File: src/rtl/sbus_pkg.sv
`timescale 1ns / 1ps

package sbus_pkg;

  // Frame layout
  localparam int unsigned POS_WIDTH   = 5;
  localparam logic [POS_WIDTH-1:0] FLAG_POS = 5'd23;  // flag byte position
  localparam logic [POS_WIDTH-1:0] LAST_POS = 5'd24;  // end byte position
  localparam int unsigned DATA_BYTES  = 22;
  localparam int unsigned DATA_BITS   = DATA_BYTES * 8;

  // Channels
  localparam int unsigned CH_WIDTH    = 11;
  localparam int unsigned IDX_WIDTH   = 5;
  localparam logic [IDX_WIDTH-1:0] NUM_PROP   = 5'd16;
  localparam logic [IDX_WIDTH-1:0] DIG_CHAN_A = 5'd16;
  localparam logic [IDX_WIDTH-1:0] LAST_CHAN  = 5'd17;
  localparam logic [CH_WIDTH-1:0]  DIGITAL_ON = 11'h7FF;

  // Flag byte bits
  localparam int unsigned FLAG_DIG_A    = 0;
  localparam int unsigned FLAG_DIG_B    = 1;
  localparam int unsigned FLAG_LOST     = 2;
  localparam int unsigned FLAG_FAILSAFE = 3;

  // Result counters as seen on the port
  localparam int unsigned OUT_COUNT_WIDTH = 32;

  // Configuration registers
  localparam int unsigned CFG_INDEX_WIDTH = 1;
  localparam int unsigned CFG_DATA_WIDTH  = 8;
  localparam logic [CFG_INDEX_WIDTH-1:0] REG_START_BYTE = 1'b0;
  localparam logic [CFG_INDEX_WIDTH-1:0] REG_END_BYTE   = 1'b1;
  localparam logic [7:0] START_BYTE_RESET = 8'h0F;
  localparam logic [7:0] END_BYTE_RESET   = 8'h00;

  typedef enum logic [1:0] {
    ST_RECV,
    ST_BAD,
    ST_GOOD
  } ctrl_state_t;

  // Controller to datapath
  typedef struct packed {
    logic store;       // take a frame byte at the current position
    logic sync_err;    // byte dropped while hunting
    logic frame_bad;   // end byte mismatch
    logic frame_good;  // end byte ok, start result sequence
    logic advance;     // result transfer done, move to next channel
    logic err_view;    // result shown is the error result
  } cmd_t;

  // Datapath to controller
  typedef struct packed {
    logic pos_zero;
    logic pos_last;
    logic start_match;
    logic end_match;
    logic chan_last;
  } stat_t;

endpackage

File: src/rtl/sbus_if.sv
`timescale 1ns / 1ps

// Received byte stream
interface sbus_byte_if;
  logic       valid;
  logic       ready;
  logic [7:0] rx_byte;

  modport source (output valid, output rx_byte, input ready);
  modport sink   (input valid, input rx_byte, output ready);
endinterface

// Decoded result stream
interface sbus_result_if;
  import sbus_pkg::*;

  logic                       valid;
  logic                       ready;
  logic                       status;
  logic [IDX_WIDTH-1:0]       channel_index;
  logic [CH_WIDTH-1:0]        channel_value;
  logic                       failsafe;
  logic                       frame_lost;
  logic                       last;
  logic [OUT_COUNT_WIDTH-1:0] good_count;
  logic [OUT_COUNT_WIDTH-1:0] lost_count;
  logic [OUT_COUNT_WIDTH-1:0] error_count;

  modport source (
    output valid, output status, output channel_index, output channel_value,
    output failsafe, output frame_lost, output last,
    output good_count, output lost_count, output error_count,
    input ready
  );
  modport sink (
    input valid, input status, input channel_index, input channel_value,
    input failsafe, input frame_lost, input last,
    input good_count, input lost_count, input error_count,
    output ready
  );
endinterface

File: src/rtl/sbus_frame_decoder.sv
`timescale 1ns / 1ps

// Channel   Dir  Payload                                          Transfer
// rx        in   rx_byte                                          valid && ready
// result    out  status, channel_index, channel_value, failsafe,  valid && ready
//                frame_lost, last, good/lost/error_count
// cfg       in   cfg_index, cfg_data                              cfg_we
//
// Bytes are taken one per cycle while a frame is being received.
// The end byte of a good frame starts 18 result transfers, one channel per
// transfer from the frame shift line; a bad end byte gives one. rx.ready is
// low until the last of them completes.
// Synchronous active-high reset clears position, channel, failsafe flag and counters and presets registers.
// A stall on result.ready holds the current result and the input side.
module sbus_frame_decoder #(
  parameter int unsigned COUNT_WIDTH = 32
) (
  input  logic                                 clk,
  input  logic                                 rst,
  input  logic                                 cfg_we,
  input  logic [sbus_pkg::CFG_INDEX_WIDTH-1:0] cfg_index,
  input  logic [sbus_pkg::CFG_DATA_WIDTH-1:0]  cfg_data,
  sbus_byte_if.sink                            rx,
  sbus_result_if.source                        result
);
  import sbus_pkg::*;

  cmd_t  cmd;
  stat_t stat;

  // Sequencer
  sbus_ctrl u_ctrl (
    .clk       (clk),
    .rst       (rst),
    .in_valid  (rx.valid),
    .in_ready  (rx.ready),
    .out_valid (result.valid),
    .out_ready (result.ready),
    .stat      (stat),
    .cmd       (cmd)
  );

  // Frame store, decode and counters
  sbus_dp #(
    .COUNT_WIDTH (COUNT_WIDTH)
  ) u_dp (
    .clk           (clk),
    .rst           (rst),
    .cfg_we        (cfg_we),
    .cfg_index     (cfg_index),
    .cfg_data      (cfg_data),
    .rx_byte       (rx.rx_byte),
    .cmd           (cmd),
    .stat          (stat),
    .status        (result.status),
    .channel_index (result.channel_index),
    .channel_value (result.channel_value),
    .failsafe      (result.failsafe),
    .frame_lost    (result.frame_lost),
    .last          (result.last),
    .good_count    (result.good_count),
    .lost_count    (result.lost_count),
    .error_count   (result.error_count)
  );

endmodule

File: src/rtl/sbus_ctrl.sv
`timescale 1ns / 1ps

module sbus_ctrl (
  input  logic            clk,
  input  logic            rst,
  input  logic            in_valid,
  output logic            in_ready,
  output logic            out_valid,
  input  logic            out_ready,
  input  sbus_pkg::stat_t stat,
  output sbus_pkg::cmd_t  cmd
);
  import sbus_pkg::*;

  ctrl_state_t state;
  ctrl_state_t state_next;

  // State register
  always_ff @(posedge clk) begin
    if (rst) begin
      state <= ST_RECV;
    end else begin
      state <= state_next;
    end
  end

  // Next state and commands
  always_comb begin
    state_next = state;
    cmd        = '0;
    in_ready   = 1'b0;
    out_valid  = 1'b0;
    case (state)
      ST_RECV: begin
        in_ready = 1'b1;
        if (in_valid) begin
          if (stat.pos_zero && !stat.start_match) begin
            cmd.sync_err = 1'b1;
          end else if (!stat.pos_last) begin
            cmd.store = 1'b1;
          end else if (stat.end_match) begin
            cmd.frame_good = 1'b1;
            state_next     = ST_GOOD;
          end else begin
            cmd.frame_bad = 1'b1;
            state_next    = ST_BAD;
          end
        end
      end
      ST_BAD: begin
        out_valid    = 1'b1;
        cmd.err_view = 1'b1;
        if (out_ready) begin
          state_next = ST_RECV;
        end
      end
      ST_GOOD: begin
        out_valid = 1'b1;
        if (out_ready) begin
          cmd.advance = 1'b1;
          if (stat.chan_last) begin
            state_next = ST_RECV;
          end
        end
      end
      default: begin
        state_next = ST_RECV;
      end
    endcase
  end

  // Input and output sides never open together
  a_no_overlap: assert property (@(posedge clk) disable iff (rst)
    !(in_ready && out_valid))
    else $error("input and result handshakes open together");

  // A good end byte always starts the result sequence
  a_good_enters_emit: assert property (@(posedge clk) disable iff (rst)
    cmd.frame_good |=> (state == ST_GOOD))
    else $error("good frame did not start result sequence");

  // Last channel transfer returns to receiving
  a_last_returns: assert property (@(posedge clk) disable iff (rst)
    (state == ST_GOOD && out_ready && stat.chan_last) |=> (state == ST_RECV))
    else $error("result sequence did not end after last channel");

endmodule

File: src/rtl/sbus_dp.sv
`timescale 1ns / 1ps

module sbus_dp #(
  parameter int unsigned COUNT_WIDTH = 32
) (
  input  logic                                    clk,
  input  logic                                    rst,
  input  logic                                    cfg_we,
  input  logic [sbus_pkg::CFG_INDEX_WIDTH-1:0]    cfg_index,
  input  logic [sbus_pkg::CFG_DATA_WIDTH-1:0]     cfg_data,
  input  logic [7:0]                              rx_byte,
  input  sbus_pkg::cmd_t                          cmd,
  output sbus_pkg::stat_t                         stat,
  output logic                                    status,
  output logic [sbus_pkg::IDX_WIDTH-1:0]          channel_index,
  output logic [sbus_pkg::CH_WIDTH-1:0]           channel_value,
  output logic                                    failsafe,
  output logic                                    frame_lost,
  output logic                                    last,
  output logic [sbus_pkg::OUT_COUNT_WIDTH-1:0]    good_count,
  output logic [sbus_pkg::OUT_COUNT_WIDTH-1:0]    lost_count,
  output logic [sbus_pkg::OUT_COUNT_WIDTH-1:0]    error_count
);
  import sbus_pkg::*;

  logic [7:0]             start_byte;
  logic [7:0]             end_byte;
  logic [POS_WIDTH-1:0]   byte_position;
  logic [DATA_BITS-1:0]   frame_data;    // data bytes, LSB first, shifted line
  logic [7:0]             flag_byte;
  logic [IDX_WIDTH-1:0]   chan;
  logic                   failsafe_flag;
  logic [COUNT_WIDTH-1:0] good_frames;
  logic [COUNT_WIDTH-1:0] lost_frames;
  logic [COUNT_WIDTH-1:0] error_frames;
  logic                   dig_bit;

  // Configuration registers
  always_ff @(posedge clk) begin
    if (rst) begin
      start_byte <= START_BYTE_RESET;
      end_byte   <= END_BYTE_RESET;
    end else if (cfg_we) begin
      case (cfg_index)
        REG_START_BYTE: start_byte <= cfg_data;
        REG_END_BYTE:   end_byte   <= cfg_data;
        default: begin
        end
      endcase
    end
  end

  // Byte position and channel counter
  always_ff @(posedge clk) begin
    if (rst) begin
      byte_position <= '0;
      chan          <= '0;
    end else begin
      if (cmd.store) begin
        byte_position <= byte_position + 1'b1;
      end else if (cmd.frame_good || cmd.frame_bad) begin
        byte_position <= '0;
      end
      if (cmd.frame_good) begin
        chan <= '0;
      end else if (cmd.advance) begin
        chan <= chan + 1'b1;
      end
    end
  end

  // Frame store: data bytes shift in from the top, channels shift out at the bottom
  always_ff @(posedge clk) begin
    if (cmd.store) begin
      if (byte_position == FLAG_POS) begin
        flag_byte <= rx_byte;
      end else begin
        frame_data <= {rx_byte, frame_data[DATA_BITS-1:8]};
      end
    end else if (cmd.advance) begin
      frame_data <= frame_data >> CH_WIDTH;
    end
  end

  // Flags and saturating counters
  always_ff @(posedge clk) begin
    if (rst) begin
      failsafe_flag <= 1'b0;
      good_frames   <= '0;
      lost_frames   <= '0;
      error_frames  <= '0;
    end else begin
      if (cmd.sync_err || cmd.frame_bad) begin
        if (error_frames != '1) begin
          error_frames <= error_frames + 1'b1;
        end
      end
      if (cmd.frame_good) begin
        failsafe_flag <= flag_byte[FLAG_FAILSAFE];
        if (good_frames != '1) begin
          good_frames <= good_frames + 1'b1;
        end
        if (flag_byte[FLAG_LOST] && (lost_frames != '1)) begin
          lost_frames <= lost_frames + 1'b1;
        end
      end
    end
  end

  // Status to controller
  always_comb begin
    stat.pos_zero    = (byte_position == '0);
    stat.pos_last    = (byte_position == LAST_POS);
    stat.start_match = (rx_byte == start_byte);
    stat.end_match   = (rx_byte == end_byte);
    stat.chan_last   = (chan == LAST_CHAN);
  end

  // Result payload
  assign dig_bit = (chan == DIG_CHAN_A) ? flag_byte[FLAG_DIG_A] : flag_byte[FLAG_DIG_B];

  always_comb begin
    if (cmd.err_view) begin
      status        = 1'b1;
      channel_index = '0;
      channel_value = '0;
      frame_lost    = 1'b0;
      last          = 1'b1;
    end else begin
      status        = 1'b0;
      channel_index = chan;
      frame_lost    = flag_byte[FLAG_LOST];
      last          = (chan == LAST_CHAN);
      if (chan < NUM_PROP) begin
        channel_value = frame_data[CH_WIDTH-1:0];
      end else begin
        channel_value = dig_bit ? DIGITAL_ON : '0;
      end
    end
  end

  assign failsafe    = failsafe_flag;
  assign good_count  = OUT_COUNT_WIDTH'(good_frames);
  assign lost_count  = OUT_COUNT_WIDTH'(lost_frames);
  assign error_count = OUT_COUNT_WIDTH'(error_frames);

  // Position never runs past the end byte
  a_pos_range: assert property (@(posedge clk) disable iff (rst)
    byte_position <= LAST_POS)
    else $error("byte position out of frame");

  // At most one byte action or channel advance per cycle
  a_one_action: assert property (@(posedge clk) disable iff (rst)
    $onehot0({cmd.store, cmd.sync_err, cmd.frame_bad, cmd.frame_good, cmd.advance}))
    else $error("conflicting datapath commands");

  // A good frame rewinds position and channel
  a_good_rewind: assert property (@(posedge clk) disable iff (rst)
    cmd.frame_good |=> (byte_position == '0 && chan == '0))
    else $error("frame end did not rewind counters");

endmodule

File: src/flat_wrapper.sv
// flat-port wrapper written by rule: the top's interface ports become plain ports
module sbus_frame_decoder_flat import sbus_pkg::*;
#(
  parameter int unsigned COUNT_WIDTH = 32
)
  (clk, rst, cfg_we, cfg_index, cfg_data, rx_valid, rx_rx_byte, rx_ready, result_valid, result_status, result_channel_index, result_channel_value, result_failsafe, result_frame_lost, result_last, result_good_count, result_lost_count, result_error_count, result_ready);
  sbus_byte_if rx_i ();
  sbus_result_if result_i ();
  input  logic clk;
  input  logic rst;
  input  logic cfg_we;
  input  logic [sbus_pkg::CFG_INDEX_WIDTH-1:0] cfg_index;
  input  logic [sbus_pkg::CFG_DATA_WIDTH-1:0] cfg_data;
  input wire logic [$bits(rx_i.valid)-1:0] rx_valid;
  input wire logic [$bits(rx_i.rx_byte)-1:0] rx_rx_byte;
  output wire logic [$bits(rx_i.ready)-1:0] rx_ready;
  output wire logic [$bits(result_i.valid)-1:0] result_valid;
  output wire logic [$bits(result_i.status)-1:0] result_status;
  output wire logic [$bits(result_i.channel_index)-1:0] result_channel_index;
  output wire logic [$bits(result_i.channel_value)-1:0] result_channel_value;
  output wire logic [$bits(result_i.failsafe)-1:0] result_failsafe;
  output wire logic [$bits(result_i.frame_lost)-1:0] result_frame_lost;
  output wire logic [$bits(result_i.last)-1:0] result_last;
  output wire logic [$bits(result_i.good_count)-1:0] result_good_count;
  output wire logic [$bits(result_i.lost_count)-1:0] result_lost_count;
  output wire logic [$bits(result_i.error_count)-1:0] result_error_count;
  input wire logic [$bits(result_i.ready)-1:0] result_ready;
  assign rx_i.valid = rx_valid;
  assign rx_i.rx_byte = rx_rx_byte;
  assign rx_ready = rx_i.ready;
  assign result_valid = result_i.valid;
  assign result_status = result_i.status;
  assign result_channel_index = result_i.channel_index;
  assign result_channel_value = result_i.channel_value;
  assign result_failsafe = result_i.failsafe;
  assign result_frame_lost = result_i.frame_lost;
  assign result_last = result_i.last;
  assign result_good_count = result_i.good_count;
  assign result_lost_count = result_i.lost_count;
  assign result_error_count = result_i.error_count;
  assign result_i.ready = result_ready;
  sbus_frame_decoder #(.COUNT_WIDTH(COUNT_WIDTH)) u_core (.clk(clk), .rst(rst), .cfg_we(cfg_we), .cfg_index(cfg_index), .cfg_data(cfg_data), .rx(rx_i), .result(result_i));
endmodule
File: config.mk
export PLATFORM = sky130hd
export DESIGN_NAME = sbus_frame_decoder_flat
export DESIGN_NICKNAME = d
export VERILOG_FILES = /design/src/rtl/sbus_pkg.sv /design/src/rtl/sbus_if.sv /design/src/rtl/sbus_frame_decoder.sv /design/src/rtl/sbus_ctrl.sv /design/src/rtl/sbus_dp.sv /design/src/flat_wrapper.sv
export SDC_FILE = /design/constraint.sdc
export NUM_CORES = 1
export LEC_CHECK = 0
export BUFFER_PORTS_ARGS = -buffer_cell sky130_fd_sc_hd__buf_2
export CAP_MARGIN = 10
export CORE_MARGIN = 8
export CORE_UTILIZATION = 45
export CTS_BUF_LIST = sky130_fd_sc_hd__clkbuf_4 sky130_fd_sc_hd__clkbuf_8 sky130_fd_sc_hd__clkbuf_16
export DETAILED_ROUTE_END_ITERATION = 10
export GPL_ROUTABILITY_DRIVEN = 1
export PLACE_DENSITY_LB_ADDON = 0.3
export SLEW_MARGIN = 5
export SYNTH_ARGS = -nofsm -noshare
export SYNTH_HDL_FRONTEND = slang
export SYNTH_SLANG_ARGS = --single-unit
File: constraint.sdc
create_clock -name clk -period 16.3 [get_ports clk]
set_input_delay 3.26 -clock clk [delete_from_list [all_inputs] [get_ports clk]]
set_output_delay 3.26 -clock clk [all_outputs]
set_load 0.03 [all_outputs]
==> results of run 1 <==
[how the worst min path moves through the flow]
stage	cells after the start	slack, ns	start	end
CTS	2	0.48	u_core.u_dp.end_byte[2]	u_core.u_dp.end_byte[2]
detailed placement	2	0.47	u_core.u_dp.end_byte[2]	u_core.u_dp.end_byte[2]
global route	2	0.50	u_core.u_dp.end_byte[1]	u_core.u_dp.end_byte[1]
global placement	2	0.46	u_core.u_dp.start_byte[7]	u_core.u_dp.start_byte[7]
floorplan	2	0.45	u_core.u_dp.start_byte[4]	u_core.u_dp.start_byte[4]
finish	2	0.48	u_core.u_dp.end_byte[2]	u_core.u_dp.end_byte[2]
[sequential cells by signal (all words and copies together) (netlist names)]
| name | cells |
|---|---|
| u_core.u_dp.flag_byte | 4 |
| u_core.u_dp.lost_count | 32 |
| u_core.u_dp.error_count | 32 |
| u_core.u_dp.byte_position | 5 |
| u_core.u_ctrl.state | 2 |
| u_core.u_dp.start_byte | 8 |
| u_core.u_dp.frame_data | 176 |
| u_core.u_dp.end_byte | 8 |
| u_core.u_dp.good_count | 32 |
| u_core.u_dp.chan | 5 |
| u_core.u_dp.failsafe | 1 |
[kinds of logic after synthesis]
| family | after synthesis | share of synthesized area |
|---|---|---|
| AND/OR/NAND/NOR | 907 | 0.2891 |
| multiplexers | 13 | 0.009896 |
| XOR/XNOR | 73 | 0.04515 |
| AO/OA/AOI/OAI | 117 | 0.05107 |
| buffers and inverters | 95 | 0.03658 |
| flip-flops | 305 | 0.5585 |
| adder cells (fa/ha/maj) | 11 | 0.009720 |
[per-stage QoR]
step / util / cells
finish: 0.5139 / 2054
global route: 0.5139 / 2054
CTS: 0.5139 / 2054
detailed placement: 0.4787 / 1991
global placement: 0.4787 / 1991
floorplan: - / 1521
[synth_stat cells (9+ instances only)]
master / number / area (sq um)
nor4_1: 9 / 56.30
ha_1: 11 / 137.6
buf_6: 16 / 180.2
buf_2: 27 / 135.1
and2_1: 18 / 112.6
and3_1: 16 / 100.1
nor2b_1: 16 / 100.1
dfxtp_1: 125 / 2502
nand2_1: 570 / 2140
nand4_1: 39 / 244.0
xnor2_1: 38 / 332.8
clkbuf_1: 34 / 127.6
inv_1: 15 / 56.30
nor3_1: 27 / 135.1
nor2_1: 85 / 319.1
or3_1: 23 / 143.9
o21ai_0: 18 / 90.09
nand3_1: 50 / 250.2
edfxtp_1: 180 / 5405
and4_1: 21 / 183.9
o21a_1: 15 / 112.6
a21oi_1: 52 / 260.3
xor2_1: 35 / 306.5
[layout make-up]
type	count	area [sq um]	area share
flip-flops and latches	305	7908	0.4914
multi-input cells	1121	5756	0.3577
clock buffers	54	1049	0.06516
repair buffers	148	765.7	0.04759
well taps	402	503.0	0.03126
inverters	15	56.30	0.003499
clock inverters	9	53.80	0.003344
[layer usage]
metal  part of all wire  vias to the layer above
li1                   -                     5387
met1               0.44                     5151
met2               0.47                      230
met3              0.071                       45
met4              0.022                        0
met5                  0                        -
[critical path, delay by kind of cell]
| kind | cells | cell delay, ns |
|---|---|---|
| buffers and inverters | 3 | 1.72 |
| AOI/OAI and AO/OA | 1 | 0.21 |
| and+or+nand+nor | 4 | 2.09 |
| xor gates and xnor gates | 1 | 0.21 |
[power by group]
| group | internal (mW) | total [mW] | switching [mW] |
|---|---|---|---|
| Clock | 0.445 | 0.743 | 0.299 |
| Sequential | 0.814 | 0.818 | 0.00340 |
| Combinational | 0.0105 | 0.0340 | 0.0235 |
| Total | 1.27 | 1.60 | 0.325 |
==> results.md, run 1 <==
* Gr usage total at 0.1613
* Area of placed instances at roughly 15000 sq um
* Final Cycle Share at 0.4585
* RSZ-0062 raised after global routing: no
* Share of layout cells above drive strength 1 at 0.1423
* Commonest non-fill, non-tap cells in the layout: nand2_1 (570), edfxtp_1 (180), buf_2 (138)
* Worst slew pin tran at ~1.1 ns
* Crit Path Class: in2reg
* Final WL at 31060 um
* Clock slew at reported path FFs at 0.05 ns
* Slowest-stage cell, CP: nor2_4
* Period minus WS final at between 7 and 8 ns
* Register area share after synthesis at 0.5585
* Final WS setup at roughly 9 ns
* Setup TNS Final at 0 ns
* H-tree lvl count at 2
* Clk Latency, worst-skew pair at 0.51 ns
* Cell Chain, Critical Path: buf_2 -> xor2_1 -> nor4_2 -> a21o_1 -> or3b_4 -> nor4b_4 -> nor2_4 -> buf_4 -> buf_4
* Max IR drop VDD at between 0.06 and 0.07 mV
* Most common cell after layout, fill and taps aside: nand2_1
* Busiest grt layer: met2
* Relative slew slack at 0.2382
* Vias in the first global route at about 10000
* Setup bufs post-CTS at 0
* Clock Path Buffers at 3
* Final setup fails at 0
* First-pass GRT wire length at 51870 um
* Max stage delay on crit path at roughly 0.93 ns
* Cell Rows at 65
* Worst-path maximum fanout at 84
* Max_cap viols at 0
* Via density at 5.264
* Dpl hpwl at approximately 20000 um
* Die span in y at approximately 190 um
* R2R Path End: u_core.u_dp.frame_data[63]
* Clk_skew at ~0.025 ns
* First-pass DRT Iterations at 5
* I/O pin count at between 100 and 150
* Worst Path Arrival at between 7 and 8 ns
* Overall Power at 1.595 mW
* Mapped Area at 14160 sq um
* LEAKAGE at between 6 and 7 nW
* Global placement routability congestion at approximately 0.83
* Fin Hold WS at 0.4755 ns
* Mapped Cells at ~1500
* Ys Warns at 0
* Port bufs at 139
* Pwr Density at 99.14 nW/um^2
* Clock root buffer: clkbuf_16
* EDFF count, synth at between 150 and 200
* Seq cells post-synth at approximately 310
* Initial antenna violation count at 0
* Slew Limit Fails at 0
* Initial Util at 0.4522
* Mean Syn Cell Area at ~9.3 sq um
* CP Launch Type: input pin
* Reg2reg setup slack at 11.11 ns
* Worst EP required at approximately 16 ns
* Post-synthesis cell type count at 60
* WL/cell at roughly 15 um
* Crit path launch: rx_rx_byte[7]
* Setup crit end kind: register
* Cell mode on critical path: buf_4
* Met1 usage at 0.2026
* Met3 GRT Util at 0.04946
* Post_cts resized at 0
* TritonCTS Buffers at 35
* Final-layout fill cell count at between 2000 and 3000
* Drt drc at 0
* Post-route ant nets at 0
* Hold Crit Class: reg2reg
* CTS tree: yes
* Outcome: complete, no violations
* Dpl ws at between 8 and 9 ns
* DR vias at around 11000
* Syn nets at ~1600
* Reg2reg start: u_core.u_dp.byte_position[0]
* Fmax at around 130 MHz
* # nets final at ~1700
* Fin. Hold Viols at 0
* Pin count of the biggest net entering global routing at 106
* Die area at 37400 sq um
* CTS sink count at 305
* Worst Setup EP: u_core.u_dp.frame_data[63]
* FF-to-FF path depth at 10
* GRT overflow at 0
* Chip width at between 150 and 200 um
* Finished Cell Area at 16090 sq um
* P&R area growth vs syn at 13.63%
* First DRT Iteration DRCs at between 800 and 900
* GR Util met2 at 0.2637
* Core area at 31310 sq um
* Inserted Diodes at 0
* CTS Hold Bufs at 0
* Async S/R FF share, synth at 0
* Main synth FF type: edfxtp_1
No activity file was read; power rests on OpenSTA's default activity.
==> run 2: changes to the inputs <==
--- a/config.mk
+++ b/config.mk
@@ -5,6 +5,7 @@
 export SDC_FILE = /design/constraint.sdc
 export NUM_CORES = 1
 export LEC_CHECK = 0
+export ABC_AREA = 1
 export BUFFER_PORTS_ARGS = -buffer_cell sky130_fd_sc_hd__buf_2
 export CAP_MARGIN = 10
 export CORE_MARGIN = 8
==> constraint.sdc (replaced) <==
create_clock -name clk -period 6.5 [get_ports clk]
set_input_delay 1.3 -clock clk [delete_from_list [all_inputs] [get_ports clk]]
set_output_delay 1.3 -clock clk [all_outputs]
set_load 0.03 [all_outputs]
==> run 2 against run 1 <==
Clock-buffer cell count decreased by 13. Critical endpoint is now u_core.u_dp.frame_data[153]. Register-to-register slack got worse by 8.3 ns. First-iteration DRC count increased by 0.69%. Clock power increased to 2.6 times the previous value. Final cell count increased by 20%. Utilization increased by 0.74 points. Via count increased by 13%.
==> results.md, run 2 <==
* Max reg flops at 176 (unchanged)
* Max_cap viols at 0 (unchanged)
* Clock slew at reported path FFs at 0.06 ns (about the same)
* EDFF count, synth at 180 (unchanged)
* Highest Signal Layer: met5
* Die span in y at 196.8 um (+1.7%)
* Slew Limit Fails at 0 (unchanged)
* Reg2reg setup slack at 2.83 ns (-8.28 ns)
* Initial antenna violation count at 6 (+6)
* Chip width at 196.8 um (+1.7%)
* Relative slew slack at 0.2562 (+0.01794)
* Post-route ant nets at 0 (unchanged)
* CTS Hold Bufs at 0 (unchanged)
* First-pass GRT wire length at 55770 um (+7.5%)
* Mapped Cells at 1889 (+24%)
* Post_cts resized at 0 (unchanged)
* Fmax at between 200 and 250 MHz
* Hold Crit Class: reg2reg
* Hold EP: u_core.u_dp.start_byte[5]
* Register area share after synthesis at 0.5379 (-0.02058)
* Dpl hpwl at 22970 um (+12%)
* GRT overflow at 0 (unchanged)
* Via density at 4.959 (-5.8%)
* Storage element area at 7908 sq um (unchanged)
* First DRT Iteration DRCs at 871 (+0.69%)
* Area of placed instances at 15720 sq um (+4.9%)
* DR vias at 12250 (+13%)
* TritonCTS Buffers at 35 (unchanged)
* Top-count cell post-synth: nand2_1
* Final Cycle Share at 0.6260
* Commonest cells in the synthesized netlist: nand2_1 (761), nor2_1 (237), edfxtp_1 (180), inv_1 (154)
* Clk_skew at 0.02000 ns (-0.005401 ns)
* Non-filler cells in the finished layout at 2470 (+20%)
* Final WL at 33780 um (+8.7%)
* Footprint of the multi-input gates at 5891 sq um (+2.3%)
* Dpl ws at 1.842 ns (-6.375 ns)
* Worst slew pin tran at 1.116 ns (-0.02420 ns)
* Met2 WL at 15480 um (+7.0%)
* Reg2reg start: u_core.u_dp.byte_position[0]
* Outcome: complete, no violations
* Max IR drop VDD at 0.2219 mV (+230%)
* Metal3 WL at 2309 um (+4.5%)
* Most common cell after layout, fill and taps aside: nand2_1
* Final-layout fill cell count at 3079 (+9.4%)
* Post-synthesis cell type count at 36 (-40%)
* Clock root buffer: clkbuf_16
* Commonest non-fill, non-tap cells in the layout: nand2_1 (759), nor2_1 (237), edfxtp_1 (180)
* Ranking of synthesized cells by area: edfxtp_1 (37%), nand2_1 (19%), dfxtp_1 (17%), nor2_1 (6.1%), nand3_1 (4.3%)
* Core area at 32370 sq um (+3.4%)
* Cell depth of the worst setup path at 12 (+3)
* Clk Latency, worst-skew pair at 0.51 ns (about the same)
* # nets final at 2033 (+23%)
* Async S/R FF share, synth at 0 (unchanged)
* CTS tree: yes
* Cell Chain, Critical Path: buf_2 -> inv_1 -> nand2_1 -> nand2_1 -> nand2_1 -> nor2_1 -> nand2_1 -> nand2_1 -> nand2_4 -> nor2_1 -> a21oi_4 -> buf_12
* LEAKAGE at 7.384 nW (+14%)
* Drt drc at 0 (unchanged)
* Main synth FF type: edfxtp_1
* Crit Path Class: in2reg
* Syn nets at 1922 (+24%)
* Gr usage total at 0.1705 (+0.009152)
* Global placement routability congestion at 0.8332 (+0.59%)
* FF-to-FF path depth at 9 (-1)
* Setup crit end kind: register
* Largest delay share family, worst path: simple AND/OR/NAND/NOR gates
* Final WS setup at 2.431 ns (-6.395 ns)
* Initial Util at 0.4542 (+0.001931)
* Vias in the first global route at 11550 (+10%)
* First-pass DRT Iterations at 5 (unchanged)
* Setup bufs post-CTS at 0 (unchanged)
* Die area at 38710 sq um (+3.5%)
* P&R area growth vs syn at 14.77%
* Pwr Density at 248.1 nW/um^2 (+150%)
* Cell Rows at 66 (+1.5%)
* I/O pin count at 140 (unchanged)
* CP Launch Type: input pin
* Fin. Hold Viols at 0 (unchanged)
* Setup TNS Final at 0 ns (unchanged)
* Port bufs at 139 (unchanged)
* Clock Path Buffers at 3 (unchanged)
* Hold depth at 2 (unchanged)
* Largest Register: u_core.u_dp.frame_data
* Worst Path Arrival at 4.22 ns (-3.37 ns)
* Share of layout cells above drive strength 1 at 0.1169 (-0.02533)
* RSZ-0062 raised after global routing: no
* Cell mode on critical path: nand2_1
* Worst EP required at 6.65 ns (-9.76 ns)
* Mean Syn Cell Area at 7.783 sq um (-16%)
* H-tree lvl count at 2 (unchanged)
* Mapped Area at 14700 sq um (+3.8%)
* WP buf/inv at 3 (unchanged)
* Final setup fails at 0 (unchanged)
* M1 WL at 15090 um (+10%)
* Pin count of the biggest net entering global routing at 117 (+10%)
* R2R Path End: u_core.u_dp.frame_data[153]
* Seq cells post-synth at 305 (unchanged)
* Max stage delay on crit path at 0.88 ns (-0.05 ns)
* Worst-path maximum fanout at 89 (+6.0%)
* Period minus WS final at about 4.1 ns
* Leading area contributor after synthesis: edfxtp_1
* Total placed cells including tap cells at 2404 (+21%)
* WL/cell at 13.67 um (-9.6%)
* Area share of the largest cell type after synthesis at 0.3677 (-0.01407)
* Finished Cell Area at 16870 sq um (+4.9%)
* Ys Warns at 0 (unchanged)
* Hold Startpoint: u_core.u_dp.start_byte[5]
* Slowest-stage cell, CP: a21oi_4
* CTS sink count at 305 (unchanged)
[run 2: where the power goes]
| group | leakage, nW | internal, mW | switching [mW] |
|---|---|---|---|
| Clock | 0.567 | 1.14 | 0.782 |
| Sequential | 2.64 | 2.07 | 0.0183 |
| Combinational | 4.18 | 0.0508 | 0.121 |
[run 2: final cells by class]
cell class,count,share of cell area
antenna,1,0.0001483
clock buffer,41,0.05458
clock inverter,23,0.01194
inverter,158,0.03537
multi-input combinational,1353,0.3491
sequential,305,0.4686
tap,442,0.03277
timing repair buffer,147,0.04746
[run 2: cell families after synthesis]
group                      Yosys count  share of synthesized area
AOI/OAI and AO/OA                  138                    0.05200
xor gates and xnor gates            15                   0.008936
adders and majority gates           11                   0.009362
buffers and inverters              231                    0.06323
DFF                                305                     0.5379
and+or+nand+nor                   1189                     0.3286
[run 2: worst max path at each step]
stage / start / end
CTS: rx_rx_byte[4] / u_core.u_dp.frame_data[31]
global placement: rx_rx_byte[5] / u_core.u_dp.frame_data[12]
finish: rx_rx_byte[4] / u_core.u_dp.frame_data[153]
global route: rx_rx_byte[1] / u_core.u_dp.frame_data[10]
detailed placement: rx_rx_byte[4] / u_core.u_dp.frame_data[1]
floorplan: rx_rx_byte[5] / u_core.u_dp.frame_data[0]
[run 2: per-stage QoR]
step / util / hold slack (ns) / total power [mW]
final: 0.5213 / 0.4771 / 4.186
after global routing: 0.5212 / 0.5102 / 4.336
after CTS: 0.5203 / 0.4761 / 4.232
after detailed placement: 0.4857 / 0.4662 / 2.305
after global placement: 0.4857 / 0.4588 / 2.300
after floorplan: - / 0.4440 / 2.254
[run 2: metal layers]
layer,track usage,vias to the layer above
li1,-,6274
met1,0.2143,5652
met2,0.2810,240
met3,0.05014,70
met4,0.05155,12
met5,0,-
[run 2: tightest hold or removal path, delay by kind of cell (launching register included)]
| family | cells | cell delay [ns] |
|---|---|---|
| DFF | 1 | 0.31 |
| buffers and inverters | 1 | 0.06 |
| AOI/OAI and AO/OA | 1 | 0.06 |
==> run 3: changes to the inputs <==
--- a/config.mk
+++ b/config.mk
@@ -5,7 +5,7 @@
 export SDC_FILE = /design/constraint.sdc
 export NUM_CORES = 1
 export LEC_CHECK = 0
-export ABC_AREA = 1
+export ABC_AREA = 0
 export BUFFER_PORTS_ARGS = -buffer_cell sky130_fd_sc_hd__buf_2
 export CAP_MARGIN = 10
 export CORE_MARGIN = 8
==> constraint.sdc (replaced) <==
create_clock -name clk -period 4.05 [get_ports clk]
set_input_delay 0.81 -clock clk [delete_from_list [all_inputs] [get_ports clk]]
set_output_delay 0.81 -clock clk [all_outputs]
set_load 0.03 [all_outputs]
==> run 3 against run 2 <==
First-iteration DRC count shrank 26%. Final cell count shrank 17%. Flip-flop and latch count is the same. Largest power group unchanged. Highest routed layer unchanged. Via count shrank 12%. Utilization shrank 0.55 points.
==> results.md, run 3 (synthesized netlist as in run 1, its figures left out) <==
* Slew Limit Fails at 0 (unchanged)
* GRT overflow at 0 (unchanged)
* Max_cap viols at 0 (unchanged)
* Worst slew pin tran at 0.8639 ns (-0.2519 ns)
* Largest Register: u_core.u_dp.frame_data
* Hold Startpoint: u_core.u_dp.end_byte[1]
* Final Cycle Share at 0.7292
* P&R area growth vs syn at 14.06%
* Global placement routability congestion at 0.8271 (-0.73%)
* Clock Path Buffers at 3 (unchanged)
* Setup bufs post-CTS at 0 (unchanged)
* Initial Util at 0.4522 (-0.001931)
* Cell Rows at 65 (-1.5%)
* Commonest non-fill, non-tap cells in the layout: nand2_1 (570), edfxtp_1 (180), buf_2 (138)
* Dpl ws at 0.6172 ns (-1.224 ns)
* Vias in the first global route at 10340 (-10%)
* Largest delay share family, worst path: simple AND/OR/NAND/NOR gates
* Final WL at 30800 um (-8.8%)
* Post_cts resized at 0 (unchanged)
* Fin. Hold Viols at 0 (unchanged)
* CTS sink count at 305 (unchanged)
* DR vias at 10750 (-12%)
* Slowest-stage cell, CP: nor4b_4
* Worst Path Arrival at 3.13 ns (-1.09 ns)
* First-pass GRT wire length at 50830 um (-8.8%)
* Core area at 31310 sq um (-3.3%)
* Fmax at between 300 and 400 MHz
* Initial antenna violation count at 3 (-3)
* Pin count of the biggest net entering global routing at 182 (+56%)
* Reg2reg start: u_core.u_dp.start_byte[2]
* FF-to-FF path depth at 7 (-2)
* Final Util at 0.5158 (-0.005455)
* Max stage delay on crit path at 0.50 ns (-0.38 ns)
* Hold Crit Class: reg2reg
* LEAKAGE at 6.488 nW (-12%)
* CTS Hold Bufs at 0 (unchanged)
* Overall Power at 6.388 mW (+53%)
* WL/cell at 15.01 um (+9.7%)
* Hold depth at 2 (unchanged)
* First DRT Iteration DRCs at 642 (-26%)
* Die span in y at 193.4 um (-1.7%)
* Relative slew slack at 0.4241 (+0.1679)
* Final WS setup at 1.097 ns (-1.334 ns)
* Clk Latency, worst-skew pair at 0.51 ns (about the same)
* Post-route ant nets at 0 (unchanged)
* Dpl hpwl at 20420 um (-11%)
* Drt drc at 0 (unchanged)
* Period minus WS final at 2.953 ns
* Final-layout fill cell count at 2914 (-5.4%)
* Setup crit end kind: register
* CP Launch Type: input pin
* Hold EP: u_core.u_dp.end_byte[1]
* I/O pin count at 140 (unchanged)
* WP buf/inv at 2 (-1)
* H-tree lvl count at 2 (unchanged)
* R2R Path End: u_core.u_dp.frame_data[28]
* Crit Path Class: in2reg
* Worst EP required at 4.23 ns (-2.42 ns)
* Via density at 5.236 (+5.6%)
* Gr usage total at 0.1578 (-0.01270)
* Cell Chain, Critical Path: buf_2 -> xor2_1 -> nor4_2 -> a21o_1 -> or3b_4 -> nor4b_4 -> nor2_4 -> buf_12
* Clock slew at reported path FFs at 0.06 ns (about the same)
* Chip width at 193.4 um (-1.7%)
* # nets final at 1662 (-18%)
* First-pass DRT Iterations at 5 (unchanged)
* Outcome: complete, no violations
* Port bufs at 139 (unchanged)
* Die area at 37400 sq um (-3.4%)
* TritonCTS Buffers at 34 (-2.9%)
* Clk_skew at 0.02178 ns (+0.001780 ns)
* Clock root buffer: clkbuf_16
* RSZ-0062 raised after global routing: no
* CTS tree: yes
* Share of layout cells above drive strength 1 at 0.1425 (+0.02559)
* Final setup fails at 0 (unchanged)
* Worst-path maximum fanout at 90 (+1.1%)
* Max reg flops at 176 (unchanged)
* Max IR drop VDD at 0.3073 mV (+38%)
* Most common cell after layout, fill and taps aside: nand2_1
* Pwr Density at 395.5 nW/um^2 (+59%)
* Reg2reg setup slack at 1.20 ns (-1.63 ns)
[run 3: area by class of cell]
class / count / area, sq um / share of cell area
tap: 402 / 503.0 / 0.03114
antenna: 1 / 2.502 / 0.0001549
clock inverter: 7 / 60.06 / 0.003719
sequential: 305 / 7908 / 0.4896
multi-input combinational: 1121 / 5769 / 0.3572
timing repair buffer: 152 / 845.8 / 0.05237
inverter: 15 / 56.30 / 0.003486
clock buffer: 49 / 1006 / 0.06229
[run 3: power breakdown]
group | internal (mW) | total (mW) | switching, mW | leakage (nW)
logic | 0.0453 | 0.142 | 0.0962 | 3.32
clock network | 1.78 | 2.96 | 1.18 | 0.537
registers | 3.28 | 3.29 | 0.0123 | 2.63
total | 5.10 | 6.39 | 1.28 | 6.49
[run 3: worst register-to-register path, cell delays in order, from the launching register on]
cell	delay, ns
dfxtp_1	0.32
xor2_1	0.17
nor4_2	0.40
a21o_1	0.21
or3b_4	0.42
nor4b_4	0.50
nor2_4	0.16
buf_12	0.27
[run 3: per-layer routing]
layer,routed length [um],global-route usage,part of all wire,up-vias
met5,23,0,0.00075,-
met2,14610,0.2629,0.47,208
met1,13630,0.1977,0.44,5099
li1,-,-,-,5382
met4,617,0.04561,0.020,4
met3,1911,0.04460,0.062,52
[run 3: worst max path at each step]
stage,startpoint,endpoint,cells after the start
CTS,u_core.u_dp.chan[0],result_channel_value[5],8
global route,rx_rx_byte[2],u_core.u_dp.frame_data[58],8
detailed placement,rx_rx_byte[2],u_core.u_dp.frame_data[58],8
finish,rx_rx_byte[2],u_core.u_dp.frame_data[28],8
floorplan,rx_rx_byte[2],u_core.u_dp.frame_data[0],8
global placement,rx_rx_byte[2],u_core.u_dp.frame_data[20],8
[run 3: per-stage QoR]
stage	cells	cell area [sq um]	hold WS [ns]	TNS, ns
6_report	2052	16150	0.4681	0
5_1_grt	2052	16150	0.4773	0
4_1_cts	2051	16150	0.4690	0
3_5_place_dp	1995	15080	0.4616	0
3_3_place_gp	1995	15080	0.4559	0
2_1_floorplan	1521	14190	0.4481	-162.74
